===== src/rtl/ahm_pkg.sv =====
// Shared types, constants and helpers for the authority host matcher.
`default_nettype none
package ahm_pkg;

    localparam int DEF_MAX_HOST_LEN = 256;
    localparam int POS_W            = 9;
    localparam int PORT_W           = 17;
    localparam int OP_W             = 2;
    localparam int BYTE_W           = 8;

    localparam logic [POS_W-1:0]  POS_MAX  = 9'd511;
    localparam logic [PORT_W-1:0] PORT_MAX = 17'd65535;

    localparam logic [OP_W-1:0] OP_LOAD = 2'd0;
    localparam logic [OP_W-1:0] OP_BYTE = 2'd1;
    localparam logic [OP_W-1:0] OP_END  = 2'd2;

    localparam logic [BYTE_W-1:0] CH_LBRACK = 8'h5B;
    localparam logic [BYTE_W-1:0] CH_RBRACK = 8'h5D;
    localparam logic [BYTE_W-1:0] CH_COLON  = 8'h3A;
    localparam logic [BYTE_W-1:0] CH_ZERO   = 8'h30;
    localparam logic [BYTE_W-1:0] CH_NINE   = 8'h39;
    localparam logic [BYTE_W-1:0] CH_UPPER_A = 8'h41;
    localparam logic [BYTE_W-1:0] CH_UPPER_Z = 8'h5A;
    localparam logic [BYTE_W-1:0] CASE_OFS  = 8'h20;

    // Word handed from the address stage to the compare/parse stage.
    typedef struct packed {
        logic              is_byte;
        logic              is_end;
        logic [BYTE_W-1:0] data;
        logic [POS_W-1:0]  pos;
    } t_s1_word;

    typedef struct packed {
        logic host_match;
        logic auth_valid;
    } t_verdict;

    function automatic logic [BYTE_W-1:0] fold_case(input logic [BYTE_W-1:0] c);
        logic [BYTE_W-1:0] r;
        r = c;
        if (c >= CH_UPPER_A && c <= CH_UPPER_Z) begin
            r = c + CASE_OFS;
        end
        return r;
    endfunction

endpackage
`default_nettype wire


===== src/rtl/ahm_ram.sv =====
// Generic single-port-write, single-port-read RAM with registered read data.
`default_nettype none
module ahm_ram #(
    parameter int WIDTH = 8,
    parameter int DEPTH = 256,
    localparam int AW = (DEPTH > 1) ? $clog2(DEPTH) : 1
) (
    input  wire logic             i_clk,
    input  wire logic             i_we,
    input  wire logic [AW-1:0]    i_waddr,
    input  wire logic [WIDTH-1:0] i_wdata,
    input  wire logic [AW-1:0]    i_raddr,
    output logic      [WIDTH-1:0] o_rdata
);

    logic [WIDTH-1:0] r_mem [DEPTH];

    always_ff @(posedge i_clk) begin
        if (i_we) begin
            r_mem[i_waddr] <= i_wdata;
        end
        o_rdata <= r_mem[i_raddr];
    end

endmodule
`default_nettype wire


===== src/rtl/ahm_parse.sv =====
// Compare and parse stage: per-authority flags, phase tracking and verdict.
`default_nettype none
module ahm_parse
    import ahm_pkg::*;
(
    input  wire logic              i_clk,
    input  wire logic              i_rst_n,
    input  wire logic              i_fire,
    input  wire t_s1_word          i_word,
    input  wire logic [BYTE_W-1:0] i_exp_byte,
    input  wire logic [POS_W-1:0]  i_used_len,
    output t_verdict               o_verdict
);

    typedef enum logic [6:0] {
        PH_START     = 7'b0000001,
        PH_BR_OPEN   = 7'b0000010,
        PH_BR_IN     = 7'b0000100,
        PH_BR_CLOSED = 7'b0001000,
        PH_PLAIN     = 7'b0010000,
        PH_PORT      = 7'b0100000,
        PH_BAD       = 7'b1000000
    } t_phase;

    t_phase            r_phase, n_phase;
    logic              r_full_eq, n_full_eq;
    logic              r_host_eq, n_host_eq;
    logic [POS_W-1:0]  r_host_len, n_host_len;
    logic [PORT_W-1:0] r_port, n_port;
    logic              r_port_dig, n_port_dig;

    logic              same;
    logic              in_host;
    logic              is_colon;
    logic [19:0]       port_cand;
    logic [POS_W:0]    pos_inc;
    logic              valid;
    logic [POS_W-1:0]  end_host_len;

    assign is_colon  = (i_word.data == CH_COLON);
    assign same      = (i_word.pos < i_used_len) &&
                       (fold_case(i_exp_byte) == fold_case(i_word.data));
    assign in_host   = (r_phase == PH_BR_OPEN) || (r_phase == PH_BR_IN) ||
                       (((r_phase == PH_START) || (r_phase == PH_PLAIN)) && !is_colon);
    assign port_cand = ({3'd0, r_port} * 20'd10) + {12'd0, i_word.data - CH_ZERO};
    assign pos_inc   = {1'b0, i_word.pos} + {{POS_W{1'b0}}, 1'b1};

    // Verdict for an end word, from the flags left by the earlier bytes.
    always_comb begin
        end_host_len = r_host_len;
        case (r_phase)
            PH_PLAIN: begin
                valid        = 1'b1;
                end_host_len = i_word.pos;
            end
            PH_BR_CLOSED: valid = 1'b1;
            PH_PORT:      valid = r_port_dig;
            default:      valid = 1'b0;
        endcase
        if (i_used_len == '0) begin
            o_verdict.host_match = 1'b1;
        end else if (i_word.pos == '0) begin
            o_verdict.host_match = 1'b0;
        end else begin
            o_verdict.host_match = (r_full_eq && (i_word.pos == i_used_len)) ||
                                   (valid && r_host_eq && (end_host_len == i_used_len));
        end
        o_verdict.auth_valid = valid;
    end

    always_comb begin
        n_phase    = r_phase;
        n_full_eq  = r_full_eq;
        n_host_eq  = r_host_eq;
        n_host_len = r_host_len;
        n_port     = r_port;
        n_port_dig = r_port_dig;
        if (i_fire && i_word.is_end) begin
            n_phase    = PH_START;
            n_full_eq  = 1'b1;
            n_host_eq  = 1'b1;
            n_host_len = '0;
            n_port     = '0;
            n_port_dig = 1'b0;
        end else if (i_fire && i_word.is_byte) begin
            if (!same) begin
                n_full_eq = 1'b0;
            end
            if (in_host && !same) begin
                n_host_eq = 1'b0;
            end
            case (r_phase)
                PH_START: begin
                    if (i_word.data == CH_LBRACK) begin
                        n_phase = PH_BR_OPEN;
                    end else if (is_colon) begin
                        n_phase = PH_BAD;
                    end else begin
                        n_phase = PH_PLAIN;
                    end
                end
                PH_BR_OPEN: begin
                    n_phase = (i_word.data == CH_RBRACK) ? PH_BAD : PH_BR_IN;
                end
                PH_BR_IN: begin
                    if (i_word.data == CH_RBRACK) begin
                        n_host_len = pos_inc[POS_W] ? POS_MAX : pos_inc[POS_W-1:0];
                        n_phase    = PH_BR_CLOSED;
                    end
                end
                PH_BR_CLOSED: begin
                    n_phase = is_colon ? PH_PORT : PH_BAD;
                end
                PH_PLAIN: begin
                    if (is_colon) begin
                        n_host_len = i_word.pos;
                        n_phase    = PH_PORT;
                    end
                end
                PH_PORT: begin
                    if (i_word.data >= CH_ZERO && i_word.data <= CH_NINE) begin
                        if (port_cand > {3'd0, PORT_MAX}) begin
                            n_phase = PH_BAD;
                        end else begin
                            n_port     = port_cand[PORT_W-1:0];
                            n_port_dig = 1'b1;
                        end
                    end else begin
                        n_phase = PH_BAD;
                    end
                end
                default: n_phase = PH_BAD;
            endcase
        end
    end

    always_ff @(posedge i_clk) begin
        if (!i_rst_n) begin
            r_phase    <= PH_START;
            r_full_eq  <= 1'b1;
            r_host_eq  <= 1'b1;
            r_host_len <= '0;
            r_port     <= '0;
            r_port_dig <= 1'b0;
        end else begin
            r_phase    <= n_phase;
            r_full_eq  <= n_full_eq;
            r_host_eq  <= n_host_eq;
            r_host_len <= n_host_len;
            r_port     <= n_port;
            r_port_dig <= n_port_dig;
        end
    end

endmodule
`default_nettype wire


===== src/rtl/authority_host_matcher.sv =====
// Top level of the authority host matcher: address stage, store and result register.
//
// Input channel (i_valid/o_ready) takes one word per cycle: load words write
// the expected host into a byte store, authority words stream the authority,
// and an end word produces one result on the output channel (o_valid/i_ready).
// Load and authority words produce no result; operation 3 is dropped.
// A word is accepted when i_valid and o_ready are both high; a result is taken
// when o_valid and i_ready are both high.
// Throughput: one word per cycle while o_ready is high. An accepted end word is
// registered for the compare stage, then its result in the result register (o_valid).
// The store read for an authority byte is issued at acceptance using the
// running byte position, so compare and parse run in the following cycle.
// When the receiver stalls with a result pending and another end word reaches
// the compare stage, o_ready drops until the result register frees.
// Reset (synchronous, active low) clears expected_len, the byte position and
// all parse flags; store contents are undefined until loaded. i_cfg_we writes
// expected_len from i_cfg_data; the user must write it only while idle, unenforced.
`default_nettype none
module authority_host_matcher
    import ahm_pkg::*;
#(
    parameter int MAX_HOST_LEN = DEF_MAX_HOST_LEN
) (
    input  wire logic              i_clk,
    input  wire logic              i_rst_n,
    input  wire logic              i_cfg_we,
    input  wire logic [POS_W-1:0]  i_cfg_data,
    input  wire logic              i_valid,
    output logic                   o_ready,
    input  wire logic [OP_W-1:0]   i_operation,
    input  wire logic [7:0]        i_load_index,
    input  wire logic [BYTE_W-1:0] i_data_byte,
    output logic                   o_valid,
    input  wire logic              i_ready,
    output logic                   o_matches_res,
    output logic                   o_authority_valid
);

    localparam int AW = (MAX_HOST_LEN > 1) ? $clog2(MAX_HOST_LEN) : 1;

    logic [POS_W-1:0]  r_exp_len;
    logic [POS_W-1:0]  r_pos;
    logic              r_s1_v;
    t_s1_word          r_s1;
    logic              r_ov;
    t_verdict          r_res;

    logic              in_fire;
    logic              s1_hold;
    logic              s1_fire;
    logic [POS_W-1:0]  used_len;
    logic              ram_we;
    logic [AW+7:0]     waddr_ext;
    logic [AW+POS_W-1:0] raddr_ext;
    logic [BYTE_W-1:0] exp_byte;
    t_verdict          verdict;

    assign s1_hold = r_s1_v && r_s1.is_end && r_ov && !i_ready;
    assign o_ready = !s1_hold;
    assign in_fire = i_valid && o_ready;
    assign s1_fire = r_s1_v && !s1_hold;

    assign used_len = (32'(r_exp_len) > MAX_HOST_LEN) ? POS_W'(MAX_HOST_LEN) : r_exp_len;

    assign waddr_ext = {{AW{1'b0}}, i_load_index};
    assign raddr_ext = {{AW{1'b0}}, r_pos};
    assign ram_we    = in_fire && (i_operation == OP_LOAD) &&
                       (32'(i_load_index) < MAX_HOST_LEN);

    ahm_ram #(
        .WIDTH (BYTE_W),
        .DEPTH (MAX_HOST_LEN)
    ) u_store (
        .i_clk   (i_clk),
        .i_we    (ram_we),
        .i_waddr (waddr_ext[AW-1:0]),
        .i_wdata (i_data_byte),
        .i_raddr (raddr_ext[AW-1:0]),
        .o_rdata (exp_byte)
    );

    ahm_parse u_parse (
        .i_clk      (i_clk),
        .i_rst_n    (i_rst_n),
        .i_fire     (s1_fire),
        .i_word     (r_s1),
        .i_exp_byte (exp_byte),
        .i_used_len (used_len),
        .o_verdict  (verdict)
    );

    always_ff @(posedge i_clk) begin
        if (!i_rst_n) begin
            r_exp_len <= '0;
            r_pos     <= '0;
            r_s1_v    <= 1'b0;
            r_ov      <= 1'b0;
        end else begin
            if (i_cfg_we) begin
                r_exp_len <= i_cfg_data;
            end
            if (in_fire && i_operation == OP_BYTE && r_pos != POS_MAX) begin
                r_pos <= r_pos + POS_W'(1);
            end else if (in_fire && i_operation == OP_END) begin
                r_pos <= '0;
            end
            if (o_ready) begin
                r_s1_v <= in_fire && (i_operation == OP_BYTE || i_operation == OP_END);
            end
            if (s1_fire && r_s1.is_end) begin
                r_ov <= 1'b1;
            end else if (i_ready) begin
                r_ov <= 1'b0;
            end
        end
    end

    always_ff @(posedge i_clk) begin
        if (o_ready) begin
            r_s1.is_byte <= (i_operation == OP_BYTE);
            r_s1.is_end  <= (i_operation == OP_END);
            r_s1.data    <= i_data_byte;
            r_s1.pos     <= r_pos;
        end
        if (s1_fire && r_s1.is_end) begin
            r_res <= verdict;
        end
    end

    assign o_valid           = r_ov;
    assign o_matches_res     = r_res.host_match;
    assign o_authority_valid = r_res.auth_valid;

endmodule
`default_nettype wire


===== config.mk =====
export PLATFORM = sky130hd
export DESIGN_NAME = authority_host_matcher
export DESIGN_NICKNAME = d
export VERILOG_FILES = /design/src/rtl/ahm_pkg.sv /design/src/rtl/ahm_ram.sv /design/src/rtl/ahm_parse.sv /design/src/rtl/authority_host_matcher.sv
export SDC_FILE = /design/constraint.sdc
export NUM_CORES = 2
export LEC_CHECK = 0
export ABC_CLOCK_PERIOD_IN_PS = 5600
export BUFFER_PORTS_ARGS = -buffer_cell sky130_fd_sc_hd__buf_2
export CAP_MARGIN = 15
export CORE_ASPECT_RATIO = 1.5
export CORE_MARGIN = 2
export CORE_UTILIZATION = 53
export CTS_BUF_LIST = sky130_fd_sc_hd__clkbuf_8
export DETAILED_ROUTE_END_ITERATION = 8
export PLACE_DENSITY = 0.72
export SETUP_SLACK_MARGIN = 0.02
export SLEW_MARGIN = 20
export SYNTH_ARGS = -nofsm -noshare
export SYNTH_HDL_FRONTEND = slang
export SYNTH_SLANG_ARGS = --single-unit

===== constraint.sdc =====
create_clock -name i_clk -period 5.6 [get_ports i_clk]
set_clock_uncertainty 0.2 [all_clocks]
set_input_delay 1.12 -clock i_clk [delete_from_list [all_inputs] [get_ports i_clk]]
set_output_delay 1.12 -clock i_clk [all_outputs]
set_load 0.02 [all_outputs]

==> metrics.cfg <==
[status]
status = finished, final reports clean

[clock_network]
cts.sinks = 2133
h-tree-depth = 5
post_cts_buffers = 0
clkTransAtPathRegs_ns = 0.07
cts_resized = 0
cts_tree = yes
insertion_delay_ns = 1.00
numCtsBuffers = 307
root_buffer = clkbuf_8
cts_hold_buf = 0
clockBufferDepth = 4

[floorplanning]
die_width_um = 330
start_util_pct = 53.4
row_count = 179
io_pins = 36
dieArea_um2 = 163000
die_h_um = 494
core-area_um2 = 159000

[routing]
drt-wirelength-per-cell_um = 30.0
vias = 40505
drtPass1Iterations = 5
wirelength_um = 193000
viasPerCell = 6.30
ant_nets = 0
drc = 0
drt-initial-drc-count = 4114

[sta]
max_freq_mhz = 210
rsz0062_at_grt = false
worst_pin_slew_ns = 1.23
finalHoldViolations = 0
slew_viol_final = 0
fin_crit_sh_pct = 85.1
setup_ws_ns = 0.833
slew_headroom_pct = 17.6
fin_crit_ns = 4.77
setup_violations = 0
hold_slack_ns = 0.188
setup_tns_ns = 0

[layout]
fin_nets = 4224
n_fill_cell = 10936
layout.cells.non_filler = 6432
drive_above_1_share_pct = 28.5
multi_input_area_um2 = 20400
fin_util_pct = 59.0
regArea_um2 = 63400
fin_area_um2 = 93600
syn_to_final_growth_pct = 10.5

[min_path]
min_path_type = input pin to flip-flop
hold_depth = 3
holdCritStartpoint = i_cfg_data[4]
hold_path_end = r_exp_len[4]

[logic_synthesis]
synth_edf_count = 2069
yosys.area.top_type = edfxtp_1
synth_common_cells = 2069 x edfxtp_1, 665 x mux4_2, 295 x nor2_1
netlist.area_leader.share_pct = 73.3
synth.avg_cell_area_um2 = 21.7
yosysMostFrequentCell = edfxtp_1
async_reset_ff_share_pct = 0
synth_cells = 3902
ys_types = 81
ys_ff_latch = 2133
ys_warn_count = 0
synth_area_um2 = 84700
seq_area_frac_synth_pct = 74.9
synth_nets = 3996
ys_top_cells_by_area = edfxtp_1 73%, mux4_2 18%, dfxtp_1 1.5%
ys.flop_type = edfxtp_1

[worst_setup_path]
startpoint_type = flip-flop
crit_type = flip-flop to flip-flop
slowest_delay_ns = 0.73
ff2ff_path_depth = 13
slowest_stage = a211oi_4
worstReg2RegStart = u_parse.r_port[1]
path_cells = ha_1, ha_1, fa_1, ha_1, nand2_1, or3b_2, nand3_1, o21a_1, nand3_1, a2111o_1, a211oi_4, a31oi_1, a211oi_1
cp-end-kind = flip-flop
path_buf_inv = 0
cp_common_cell = ha_1
critPathMaxFanout = 18
path_delay_family = compound AO/OA/AOI/OAI gates
crit_required_ns = 6.30
worstPathArrival_ns = 5.47
rr_endpoint = u_parse.r_port[14]
r2r_slack_ns = 0.83

[place]
place.gp.congestion = 0.844
dp_cells = 5900
place_area_um2 = 87800
port_buffers = 35
dp_hpwl_um = 119000
post-place-ws_ns = 0.830

[power]
p_leak_nw = 28.4
power.density_nw_per_um2 = 324
vdd_ir_drop_max_mv = 0.242
total_power_mw = 30.4

[global_routing]
grt_pass1_vias = 42015
track_usage_pct = 24.0
antenna_found_initial = 8
grt_max_degree = 158
overflow = 0
grt_pass1_wl_um = 282000

[run]
maxCapViolCount = 0

layout make-up:
| type | count | area share, % |
|---|---|---|
| Antenna cell | 4 | 0.0107 |
| Clock buffer | 321 | 4.72 |
| Clock inverter | 205 | 1.42 |
| Inverter | 19 | 0.0762 |
| Multi-Input combinational cell | 1540 | 21.8 |
| Sequential cell | 2133 | 67.7 |
| Tap cell | 2081 | 2.78 |
| Timing Repair Buffer | 129 | 1.42 |
how the worst max path moves through the flow:
stage                 startpoint                     to  slack [ns]  cells after the start
2_1_floorplan  u_parse.r_port[1]     u_parse.r_port[10]        1.39                     14
3_3_place_gp             i_ready  u_store.r_mem[181][6]        0.88                      8
3_5_place_dp             i_ready  u_store.r_mem[159][6]        0.83                      8
4_1_cts        u_parse.r_port[1]     u_parse.r_port[14]        0.83                     13
5_1_grt        u_parse.r_port[1]      u_parse.r_port[8]        0.54                     13
6_report       u_parse.r_port[1]     u_parse.r_port[14]        0.83                     13
sequential cells by signal (all words and copies together), names as in the netlist:
signal,flops
o_authority_valid,1
r_exp_len,9
r_pos,9
u_parse.r_port_dig,1
u_parse.r_host_len,9
u_parse.r_phase,7
u_parse.r_full_eq,1
o_matches_res,1
u_store.o_rdata,8
r_s1,19
u_store.r_mem,2048
r_s1_v,1
u_parse.r_port,17
o_valid,1
u_parse.r_host_eq,1
cells by family (layout without fill, tap and decap cells):
kind of cell | count (synthesis) | in the layout | synth area share (%)
xor gates and xnor gates | 54 | 54 | 0.585
and+or+nand+nor | 516 | 516 | 2.77
AOI/OAI and AO/OA | 206 | 206 | 1.65
muxes | 702 | 702 | 18.1
other | 0 | 4 | 0
buffers and inverters | 229 | 674 | 1.08
DFF | 2133 | 2133 | 74.9
adders and majority gates | 62 | 62 | 0.934
routing by layer:
| layer | part of all wire [%] | global-route usage, % |
|---|---|---|
| met3 | 6.6 | 4.44 |
| met4 | 3.5 | 8.50 |
| met2 | 54 | 41.9 |
| met5 | 0.028 | 0 |
| met1 | 36 | 30.0 |
cell usage in the layout, fill, tap and decap left out, types with 8 or more instances in the layout:
cell type / instances
clkinvlp_4: 13
o31ai_1: 14
clkinv_1: 51
edfxtp_1: 2069
nor2b_1: 31
xor2_1: 22
bufinv_16: 17
a31oi_1: 11
inv_1: 95
buf_2: 27
o211ai_1: 9
mux2_2: 8
ha_1: 60
a211oi_1: 21
a21o_1: 8
nor2_1: 295
xnor2_1: 29
dfxtp_1: 57
clkinv_2: 45
clkbuf_8: 328
buf_4: 65
nor3_1: 8
o21ai_0: 39
nand4_1: 24
mux2i_1: 29
mux4_2: 665
buf_12: 27
nand3_1: 25
nand2_1: 66
a21oi_1: 54
worst min-delay path: stages:
cell     delay [ns]
buf_2          0.08
mux2i_1        0.05
nor2b_1        0.09
power by group:
part / switching, mW / total (mW) / internal, mW / leakage [nW]
clock: 5.68 / 11.8 / 6.10 / 3.23
combinational: 0.649 / 1.04 / 0.387 / 5.97
sequential: 0.0294 / 17.5 / 17.5 / 19.2
Power figures use the tool's default switching activity.
